File: src/rtl/core/gbb_pkg.sv
// ============================================================================
// gbb_pkg
// Shared types and constants of the glyph bitmap blit and blend unit.
// ============================================================================
package gbb_pkg;

    localparam int COLOUR_W   = 24;
    localparam int COORD_W    = 16;
    localparam int SRC_W      = 8;
    localparam int WEIGHT_W   = 4;
    localparam int GW_W       = 9;
    localparam int CFG_IDX_W  = 4;
    localparam int CFG_DATA_W = 24;

    typedef enum logic [CFG_IDX_W-1:0] {
        REG_FG_COLOUR   = 4'd0,
        REG_FG_ENABLE   = 4'd1,
        REG_BG_COLOUR   = 4'd2,
        REG_BG_ENABLE   = 4'd3,
        REG_MONO_MODE   = 4'd4,
        REG_GLYPH_WIDTH = 4'd5,
        REG_ORIGIN_X    = 4'd6,
        REG_ORIGIN_Y    = 4'd7
    } t_reg_idx;

    localparam logic [COLOUR_W-1:0] RST_FG_COLOUR   = 24'hFFFFFF;
    localparam logic                RST_FG_ENABLE   = 1'b1;
    localparam logic [COLOUR_W-1:0] RST_BG_COLOUR   = 24'h000000;
    localparam logic                RST_BG_ENABLE   = 1'b0;
    localparam logic                RST_MONO_MODE   = 1'b1;
    localparam logic [GW_W-1:0]     RST_GLYPH_WIDTH = 9'd8;
    localparam logic [COORD_W-1:0]  RST_ORIGIN_X    = 16'd0;
    localparam logic [COORD_W-1:0]  RST_ORIGIN_Y    = 16'd0;

    typedef struct packed {
        logic [COLOUR_W-1:0] fg_colour;
        logic                fg_enable;
        logic [COLOUR_W-1:0] bg_colour;
        logic                bg_enable;
        logic                mono_mode;
        logic [GW_W-1:0]     glyph_width;
        logic [COORD_W-1:0]  origin_x;
        logic [COORD_W-1:0]  origin_y;
    } t_cfg;

    // classified pixel between front and back
    typedef struct packed {
        logic                write_enable;
        logic                blend;
        logic [COLOUR_W-1:0] colour;
        logic [WEIGHT_W-1:0] weight;
        logic [COORD_W-1:0]  pixel_x;
        logic [COORD_W-1:0]  pixel_y;
        logic                glyph_done;
    } t_job;

    typedef struct packed {
        logic                write_enable;
        logic [COORD_W-1:0]  pixel_x;
        logic [COORD_W-1:0]  pixel_y;
        logic [COLOUR_W-1:0] pixel_colour;
        logic                glyph_done;
    } t_pix;

endpackage

File: src/rtl/core/gbb_fifo.sv
// ============================================================================
// gbb_fifo
// Small register queue with push/full and pop/empty sides.
// ============================================================================
module gbb_fifo #(
    parameter int WIDTH = 8,
    parameter int DEPTH = 2
) (
    input  logic             i_clk,
    input  logic             i_rst_n,
    input  logic             i_push,
    input  logic [WIDTH-1:0] i_data,
    output logic             o_full,
    input  logic             i_pop,
    output logic [WIDTH-1:0] o_data,
    output logic             o_empty
);

    localparam int PTR_W = (DEPTH > 1) ? $clog2(DEPTH) : 1;
    localparam int CNT_W = $clog2(DEPTH + 1);
    localparam logic [PTR_W-1:0] LAST_PTR = PTR_W'(DEPTH - 1);
    localparam logic [CNT_W-1:0] FULL_CNT = CNT_W'(DEPTH);

    logic [WIDTH-1:0] r_mem [DEPTH];
    logic [PTR_W-1:0] r_wr_ptr, n_wr_ptr;
    logic [PTR_W-1:0] r_rd_ptr, n_rd_ptr;
    logic [CNT_W-1:0] r_count, n_count;
    logic             do_push, do_pop;

    assign o_full  = (r_count == FULL_CNT);
    assign o_empty = (r_count == '0);
    assign do_push = i_push && !o_full;
    assign do_pop  = i_pop && !o_empty;
    assign o_data  = r_mem[r_rd_ptr];

    always_comb begin
        n_wr_ptr = r_wr_ptr;
        n_rd_ptr = r_rd_ptr;
        n_count  = r_count;
        if (do_push) begin
            n_wr_ptr = (r_wr_ptr == LAST_PTR) ? '0 : r_wr_ptr + 1'b1;
        end
        if (do_pop) begin
            n_rd_ptr = (r_rd_ptr == LAST_PTR) ? '0 : r_rd_ptr + 1'b1;
        end
        if (do_push && !do_pop) begin
            n_count = r_count + 1'b1;
        end else if (do_pop && !do_push) begin
            n_count = r_count - 1'b1;
        end
    end

    always_ff @(posedge i_clk) begin
        if (!i_rst_n) begin
            r_wr_ptr <= '0;
            r_rd_ptr <= '0;
            r_count  <= '0;
        end else begin
            r_wr_ptr <= n_wr_ptr;
            r_rd_ptr <= n_rd_ptr;
            r_count  <= n_count;
        end
    end

    always_ff @(posedge i_clk) begin
        if (do_push) begin
            r_mem[r_wr_ptr] <= i_data;
        end
    end

endmodule

File: src/rtl/core/gbb_front.sv
// ============================================================================
// gbb_front
// Position counters, target coordinates and pixel classification.
// ============================================================================
module gbb_front import gbb_pkg::*; #(
    parameter int MAX_GLYPH_DIM = 256
) (
    input  logic                i_clk,
    input  logic                i_rst_n,
    input  t_cfg                i_cfg,
    input  logic                i_accept,
    input  logic [SRC_W-1:0]    i_src_byte,
    input  logic [COLOUR_W-1:0] i_dest_colour,
    input  logic                i_last_pixel,
    output t_job                o_job
);

    localparam int CNT_W = $clog2(MAX_GLYPH_DIM);
    localparam int DIM_W = $clog2(MAX_GLYPH_DIM + 1);
    localparam int CMP_W = (DIM_W > GW_W) ? DIM_W : GW_W;
    localparam logic [CMP_W-1:0] DIM = CMP_W'(MAX_GLYPH_DIM);

    logic [CNT_W-1:0] r_col, n_col;
    logic [CNT_W-1:0] r_row, n_row;
    logic [CMP_W-1:0] gw_ext, width_eff, col_inc, row_inc;
    logic [2:0]       bit_idx;
    logic             mono_bit;

    always_comb begin
        gw_ext    = CMP_W'(i_cfg.glyph_width);
        width_eff = (gw_ext == '0 || gw_ext > DIM) ? DIM : gw_ext;
        col_inc   = CMP_W'(r_col) + 1'b1;
        row_inc   = CMP_W'(r_row) + 1'b1;
        n_col     = r_col;
        n_row     = r_row;
        priority if (i_last_pixel) begin
            n_col = '0;
            n_row = '0;
        end else if (col_inc >= width_eff) begin
            n_col = '0;
            n_row = (row_inc >= DIM) ? '0 : CNT_W'(row_inc);
        end else begin
            n_col = CNT_W'(col_inc);
        end
    end

    always_ff @(posedge i_clk) begin
        if (!i_rst_n) begin
            r_col <= '0;
            r_row <= '0;
        end else if (i_accept) begin
            r_col <= n_col;
            r_row <= n_row;
        end
    end

    always_comb begin
        bit_idx  = 3'd7 - 3'(r_col);
        mono_bit = i_src_byte[bit_idx];

        o_job              = '0;
        o_job.weight       = i_src_byte[SRC_W-1 -: WEIGHT_W];
        o_job.pixel_x      = i_cfg.origin_x + COORD_W'(r_col);
        o_job.pixel_y      = i_cfg.origin_y + COORD_W'(r_row);
        o_job.glyph_done   = i_last_pixel;

        priority if (i_cfg.mono_mode) begin
            if (mono_bit && i_cfg.fg_enable) begin
                o_job.write_enable = 1'b1;
                o_job.colour       = i_cfg.fg_colour;
            end else if (!mono_bit && i_cfg.bg_enable) begin
                o_job.write_enable = 1'b1;
                o_job.colour       = i_cfg.bg_colour;
            end
        end else if (i_src_byte != '0) begin
            if (i_cfg.fg_enable) begin
                o_job.write_enable = 1'b1;
                o_job.blend        = 1'b1;
                o_job.colour       = i_cfg.bg_enable ? i_cfg.bg_colour : i_dest_colour;
            end
        end else if (i_cfg.bg_enable) begin
            o_job.write_enable = 1'b1;
            o_job.colour       = i_cfg.bg_colour;
        end
    end

endmodule

File: src/rtl/core/gbb_back.sv
// ============================================================================
// gbb_back
// Per-channel coverage blend of the foreground over the base colour, or pass-through.
// ============================================================================
module gbb_back import gbb_pkg::*; (
    input  logic [COLOUR_W-1:0] i_fg_colour,
    input  t_job                i_job,
    input  logic                i_job_valid,
    input  logic                i_out_full,
    output logic                o_take,
    output t_pix                o_pix
);

    function automatic logic [7:0] blend_ch(
        input logic [7:0]          base,
        input logic [7:0]          fore,
        input logic [WEIGHT_W-1:0] p
    );
        logic [11:0] sum;
        sum = 12'(base * (4'd15 - p)) + 12'(fore * p);
        return sum[11:4];
    endfunction

    logic [COLOUR_W-1:0] mixed;

    assign o_take = i_job_valid && !i_out_full;

    always_comb begin
        mixed = {blend_ch(i_job.colour[23:16], i_fg_colour[23:16], i_job.weight),
                 blend_ch(i_job.colour[15:8],  i_fg_colour[15:8],  i_job.weight),
                 blend_ch(i_job.colour[7:0],   i_fg_colour[7:0],   i_job.weight)};
        o_pix.write_enable = i_job.write_enable;
        o_pix.pixel_x      = i_job.pixel_x;
        o_pix.pixel_y      = i_job.pixel_y;
        o_pix.pixel_colour = i_job.blend ? mixed : i_job.colour;
        o_pix.glyph_done   = i_job.glyph_done;
    end

endmodule

File: src/rtl/core/glyph_bitmap_blit_blend_unit.sv
// ============================================================================
// glyph_bitmap_blit_blend_unit
// Expands glyph bitmap pixels into frame buffer writes with optional blend.
// ============================================================================
//  channel   handshake            payload
//  -------   ------------------   ---------------------------------------------
//  input     push / full          src_byte, dest_colour, last_pixel
//  result    pop / empty          write_enable, pixel_x, pixel_y, pixel_colour,
//                                 glyph_done
//  config    cfg_we               cfg_index, cfg_data
//
//  one pixel per cycle sustained while pop keeps up; results pass both queues
//  front classifies in the push cycle, two-entry queue, back blends into a
//  two-entry result queue
//  synchronous active-low reset clears counters, queues and config registers
//  either side may stall; up to four transactions are held inside
// ============================================================================
module glyph_bitmap_blit_blend_unit import gbb_pkg::*; #(
    parameter int MAX_GLYPH_DIM = 256
) (
    input  logic                  i_clk,
    input  logic                  i_rst_n,
    input  logic                  i_cfg_we,
    input  logic [CFG_IDX_W-1:0]  i_cfg_index,
    input  logic [CFG_DATA_W-1:0] i_cfg_data,
    input  logic                  push,
    output logic                  full,
    input  logic [SRC_W-1:0]      i_src_byte,
    input  logic [COLOUR_W-1:0]   i_dest_colour,
    input  logic                  i_last_pixel,
    output logic                  empty,
    input  logic                  pop,
    output logic                  o_write_enable,
    output logic signed [COORD_W-1:0] o_pixel_x,
    output logic signed [COORD_W-1:0] o_pixel_y,
    output logic [COLOUR_W-1:0]   o_pixel_colour,
    output logic                  o_glyph_done
);

    t_cfg r_cfg;
    t_job front_job, head_job;
    t_pix back_pix, out_pix;
    logic in_accept, job_empty, job_full, back_take, out_full;
    logic [2:0] r_inflight;

    always_ff @(posedge i_clk) begin
        if (!i_rst_n) begin
            r_cfg.fg_colour   <= RST_FG_COLOUR;
            r_cfg.fg_enable   <= RST_FG_ENABLE;
            r_cfg.bg_colour   <= RST_BG_COLOUR;
            r_cfg.bg_enable   <= RST_BG_ENABLE;
            r_cfg.mono_mode   <= RST_MONO_MODE;
            r_cfg.glyph_width <= RST_GLYPH_WIDTH;
            r_cfg.origin_x    <= RST_ORIGIN_X;
            r_cfg.origin_y    <= RST_ORIGIN_Y;
        end else if (i_cfg_we) begin
            unique case (t_reg_idx'(i_cfg_index))
                REG_FG_COLOUR:   r_cfg.fg_colour   <= i_cfg_data[COLOUR_W-1:0];
                REG_FG_ENABLE:   r_cfg.fg_enable   <= i_cfg_data[0];
                REG_BG_COLOUR:   r_cfg.bg_colour   <= i_cfg_data[COLOUR_W-1:0];
                REG_BG_ENABLE:   r_cfg.bg_enable   <= i_cfg_data[0];
                REG_MONO_MODE:   r_cfg.mono_mode   <= i_cfg_data[0];
                REG_GLYPH_WIDTH: r_cfg.glyph_width <= i_cfg_data[GW_W-1:0];
                REG_ORIGIN_X:    r_cfg.origin_x    <= i_cfg_data[COORD_W-1:0];
                REG_ORIGIN_Y:    r_cfg.origin_y    <= i_cfg_data[COORD_W-1:0];
                default: begin
                end
            endcase
        end
    end

    assign full      = job_full;
    assign in_accept = push && !job_full;

    gbb_front #(
        .MAX_GLYPH_DIM (MAX_GLYPH_DIM)
    ) u_front (
        .i_clk         (i_clk),
        .i_rst_n       (i_rst_n),
        .i_cfg         (r_cfg),
        .i_accept      (in_accept),
        .i_src_byte    (i_src_byte),
        .i_dest_colour (i_dest_colour),
        .i_last_pixel  (i_last_pixel),
        .o_job         (front_job)
    );

    gbb_fifo #(
        .WIDTH ($bits(t_job)),
        .DEPTH (2)
    ) u_job_q (
        .i_clk   (i_clk),
        .i_rst_n (i_rst_n),
        .i_push  (push),
        .i_data  (front_job),
        .o_full  (job_full),
        .i_pop   (back_take),
        .o_data  (head_job),
        .o_empty (job_empty)
    );

    gbb_back u_back (
        .i_fg_colour (r_cfg.fg_colour),
        .i_job       (head_job),
        .i_job_valid (!job_empty),
        .i_out_full  (out_full),
        .o_take      (back_take),
        .o_pix       (back_pix)
    );

    gbb_fifo #(
        .WIDTH ($bits(t_pix)),
        .DEPTH (2)
    ) u_out_q (
        .i_clk   (i_clk),
        .i_rst_n (i_rst_n),
        .i_push  (back_take),
        .i_data  (back_pix),
        .o_full  (out_full),
        .i_pop   (pop),
        .o_data  (out_pix),
        .o_empty (empty)
    );

    assign o_write_enable = out_pix.write_enable;
    assign o_pixel_x      = out_pix.pixel_x;
    assign o_pixel_y      = out_pix.pixel_y;
    assign o_pixel_colour = out_pix.pixel_colour;
    assign o_glyph_done   = out_pix.glyph_done;

    always_ff @(posedge i_clk) begin
        if (!i_rst_n) begin
            r_inflight <= '0;
        end else if (in_accept && !(pop && !empty)) begin
            r_inflight <= r_inflight + 1'b1;
        end else if (!in_accept && pop && !empty) begin
            r_inflight <= r_inflight - 1'b1;
        end
    end

    a_inflight_bound: assert property (@(posedge i_clk) disable iff (!i_rst_n)
        r_inflight <= 3'd4)
        else $error("more transactions held than queue capacity");

    a_empty_when_none: assert property (@(posedge i_clk) disable iff (!i_rst_n)
        (r_inflight == 3'd0) |-> (empty && job_empty))
        else $error("result present with no transaction in flight");

    a_origin_x_write: assert property (@(posedge i_clk) disable iff (!i_rst_n)
        (i_cfg_we && i_cfg_index == REG_ORIGIN_X)
        |=> (r_cfg.origin_x == $past(i_cfg_data[COORD_W-1:0])))
        else $error("origin_x write lost");

endmodule

File: config.mk
export PLATFORM = sky130hd
export DESIGN_NAME = glyph_bitmap_blit_blend_unit
export DESIGN_NICKNAME = d
export VERILOG_FILES = /design/src/rtl/core/gbb_pkg.sv /design/src/rtl/core/gbb_fifo.sv /design/src/rtl/core/gbb_front.sv /design/src/rtl/core/gbb_back.sv /design/src/rtl/core/glyph_bitmap_blit_blend_unit.sv
export SDC_FILE = /design/constraint.sdc
export NUM_CORES = 1
export LEC_CHECK = 0
export ABC_AREA = 1
export BUFFER_PORTS_ARGS = -buffer_cell sky130_fd_sc_hd__buf_2
export CAP_MARGIN = 10
export CORE_ASPECT_RATIO = 1.25
export CORE_MARGIN = 2
export CORE_UTILIZATION = 56
export DETAILED_ROUTE_END_ITERATION = 16
export PLACE_DENSITY = 0.77
export SLEW_MARGIN = 20
export SYNTH_ARGS = -nofsm -noshare
export SYNTH_HDL_FRONTEND = slang
export SYNTH_SLANG_ARGS = --single-unit
File: constraint.sdc
create_clock -name i_clk -period 4.6 [get_ports i_clk]
set_input_delay 0.92 -clock i_clk [delete_from_list [all_inputs] [get_ports i_clk]]
set_output_delay 0.92 -clock i_clk [all_outputs]
set_load 0.02 [all_outputs]
==> flow_summary.json <==
{
  "status": "finished with violations",
  "violations": "negative setup slack",
  "drt-initial-drc-count": 1395,
  "finalWorstSetupSlack_ns": -0.272,
  "overflow": 0,
  "root_buffer": "clkbuf_16",
  "clock_path_buffers": 3,
  "seq_area_sq_um": 9630,
  "vias_per_cell": 5.50,
  "finalCriticalPeriod_ns": 4.87,
  "areaGrowthSynthToFinish_pct": 18.0,
  "clkLatencyLatePin_ns": 0.53,
  "dieArea_sq_um": 41000,
  "io_pins": 126,
  "multi_input_area_sq_um": 11500,
  "num-fill-cells": 2972,
  "critPathCaptureType": "register",
  "wl_mm": 55.3,
  "drtAntennaViolNets": 0,
  "fp-row-count": 81,
  "path_cells": "inv_4, or2_4, o21ai_4, buf_6, nor2_4, fa_1, fa_1, fa_1, fa_1, inv_2, fa_1, inv_2, ha_4, nand2_4, inv_2, nand4_1, nand2_1, nand2_2, nand2_1, nand2_1, nand3_2, o21ai_2",
  "clkTransAtPathRegs_ns": 0.06,
  "vias": 17200,
  "rsz0062_at_grt": "true",
  "setup_tns_ns": -6.46,
  "cp_data_required_time_ns": 4.87,
  "hold_viol_final": 0,
  "drive_gt1_frac": 0.220,
  "ys_ff_latch": 360,
  "nets": 2930,
  "hp-class": "reg2reg",
  "worst_slew_pin_slew_ns": 1.12,
  "ys_seq_area_frac": 0.436,
  "crit_family": "adder cells",
  "route.detailed.drc": 0,
  "synth_cell_types": 55,
  "cts_buffers": 36,
  "cp_max_fo": 7,
  "cp.depth": 22,
  "fp.dieW_um": 182,
  "antenna_found_initial": 2,
  "hold_depth": 1,
  "gp_congestion": 0.903,
  "fmax_ghz": 0.205,
  "grt_first_pass_wirelength_mm": 87.2,
  "setup_viol": 42,
  "ff2ff_path_depth": 22,
  "arrival_ns": 5.15,
  "start_kind": "register",
  "cp_slowest_stage_delay_ns": 0.59,
  "finalMaxSlewViolations": 0,
  "crit_top_cell": "fa_1",
  "cts_sinks": 360,
  "num_antenna_cells": 0,
  "grt_max_degree": 77,
  "fin_crit_sh": 1.06,
  "tritoncts": "done",
  "initial_core_util": 0.566,
  "cp_num_buf_inv": 5,
  "skew_ns": 0.0104,
  "wl_per_cell_um": 17.6,
  "grt_usage": 0.269,
  "htreeDepth": 2,
  "grt_pass1_vias": 17100,
  "cap_violations": 0,
  "synth-edff-count": 242,
  "relSlewSlack": 0.254,
  "synthArstFlopShare": 0,
  "synth_flop_cell": "edfxtp_1",
  "yosys_warnings": 0,
  "worstSetupPathType": "reg2reg",
  "core_area_sq_um": 39000,
  "synth_area_sq_um": 22100,
  "synth.avg_cell_area_sq_um": 9.27,
  "port_buffers": 125,
  "syn_inst": 2380,
  "crit_path_top_delay_cell": "fa_1",
  "dr.pass1.iters": 6,
  "die_height_um": 226,
  "hpwl_mm": 40.2
}
## final timing paths
check	start	end	slack, ns
min reg2reg	u_job_q.r_rd_ptr	u_job_q.r_rd_ptr	0.46
max	register	u_out_q.r_mem[1][6]	-0.27
max reg2reg	register	u_out_q.r_mem[1][6]	-0.27
min	u_job_q.r_rd_ptr	u_job_q.r_rd_ptr	0.46
## cells by family after synthesis
logic type	synth area share
simple gates	0.176
compound gates	0.0806
flops	0.436
xor+xnor	0.0171
mux	0.0332
other cells	0.000170
buf+inv	0.0736
fa+ha+maj	0.183
## layer usage
layer  track usage  vias up  share of wire
met5             0        -        0.00049
met3        0.0337      125          0.058
met2         0.485      632           0.51
met4         0.106        4          0.036
li1              -     8238              -
met1         0.329     8243           0.39
## timing repair
item | 4_1_cts | 5_1_grt
setup endpoints to repair | 44 | 48
gates resized for setup | 82 | 74
gates cloned | 2 | 0
buffers inserted | 12 | 9
pin swaps | 16 | 26
hold buffers | 0 | 0
## final cells by class
cell class / count / area share
Timing Repair Buffer: 283 / 0.0767
Tap cell: 498 / 0.0239
Sequential cell: 360 / 0.370
Clock inverter: 18 / 0.00812
Clock buffer: 45 / 0.0363
Multi-Input combinational cell: 1626 / 0.441
Inverter: 306 / 0.0446
## Yosys cell counts (5+ instances only)
cell type,count,area (sq um)
a31oi_1,7,43.8
o21ai_2,5,43.8
buf_2,35,175
clkbuf_1,38,143
o21ai_0,141,706
edfxtp_1,242,7270
nor2_2,5,31.3
a211oi_1,19,143
o21ai_1,17,85.1
nand3_1,54,270
nand4_1,35,219
a21oi_1,119,596
dfxtp_1,118,2360
nor2_1,344,1290
o22ai_1,7,43.8
or2_2,25,156
inv_1,292,1100
fa_1,119,2380
mux2_2,58,653
ha_1,132,1650
inv_2,12,45.0
or2_1,8,50.1
buf_4,6,45.0
xor2_1,27,236
nand2_1,438,1640
xnor2_1,16,140
mux2i_1,8,80.1
## stage by stage
stage	worst slack, ns	instances	utilization	hold WS [ns]	instance area [sq um]
6_report	-0.272	3136	0.668	0.456	26000
5_1_grt	-0.447	3136	0.668	0.483	26000
4_1_cts	-0.238	3127	0.658	0.455	25700
3_5_place_dp	-0.398	3050	0.618	0.447	24100
3_3_place_gp	-0.336	3050	0.618	0.436	24100
2_1_floorplan	-0.00511	2382	-	0.418	22300
## worst reg2reg max path: stages, from the launching register on
cell and delay, ns:
dfxtp_4 0.36, inv_4 0.05, or2_4 0.25, o21ai_4 0.14, buf_6 0.17, nor2_4 0.04, fa_1 0.50, fa_1 0.59
fa_1 0.44, fa_1 0.50, inv_2 0.04, fa_1 0.54, inv_2 0.04, ha_4 0.31, nand2_4 0.06, inv_2 0.06
nand4_1 0.08, nand2_1 0.11, nand2_2 0.08, nand2_1 0.06, nand2_1 0.07, nand3_2 0.06, o21ai_2 0.06
## registers in the layout (all words and copies together), names as in the netlist, 2 cells and up, named ones only
register and count:
u_job_q.r_mem 126, u_out_q.r_mem 116, r_cfg 92, u_front.r_col 8, u_front.r_row 8, u_job_q.r_count 2, u_out_q.r_count 2
## layout by cell type, fill, tap and decap left out, types with 7 or more instances in the layout
master / count
ha_1: 112
o21ai_0: 125
inv_2: 25
xor2_1: 27
nor2_2: 14
clkinv_1: 7
o21ai_1: 24
mux2_2: 58
nand2_4: 9
a21oi_1: 111
nor2_1: 323
or2_1: 7
o21ai_2: 10
clkbuf_1: 8
ha_4: 17
xnor2_1: 15
nor2_4: 14
nand3_2: 7
buf_12: 8
clkbuf_16: 36
buf_4: 139
nand2_2: 23
or2_2: 22
buf_6: 7
a211oi_1: 18
dfxtp_1: 116
buf_2: 125
nand4_1: 35
fa_1: 114
nand3_1: 50
edfxtp_1: 242
nand2_1: 412
inv_1: 274
Power is not shown: default switching activity piles up to over one toggle a cycle in this logic, so the estimate is an artifact.
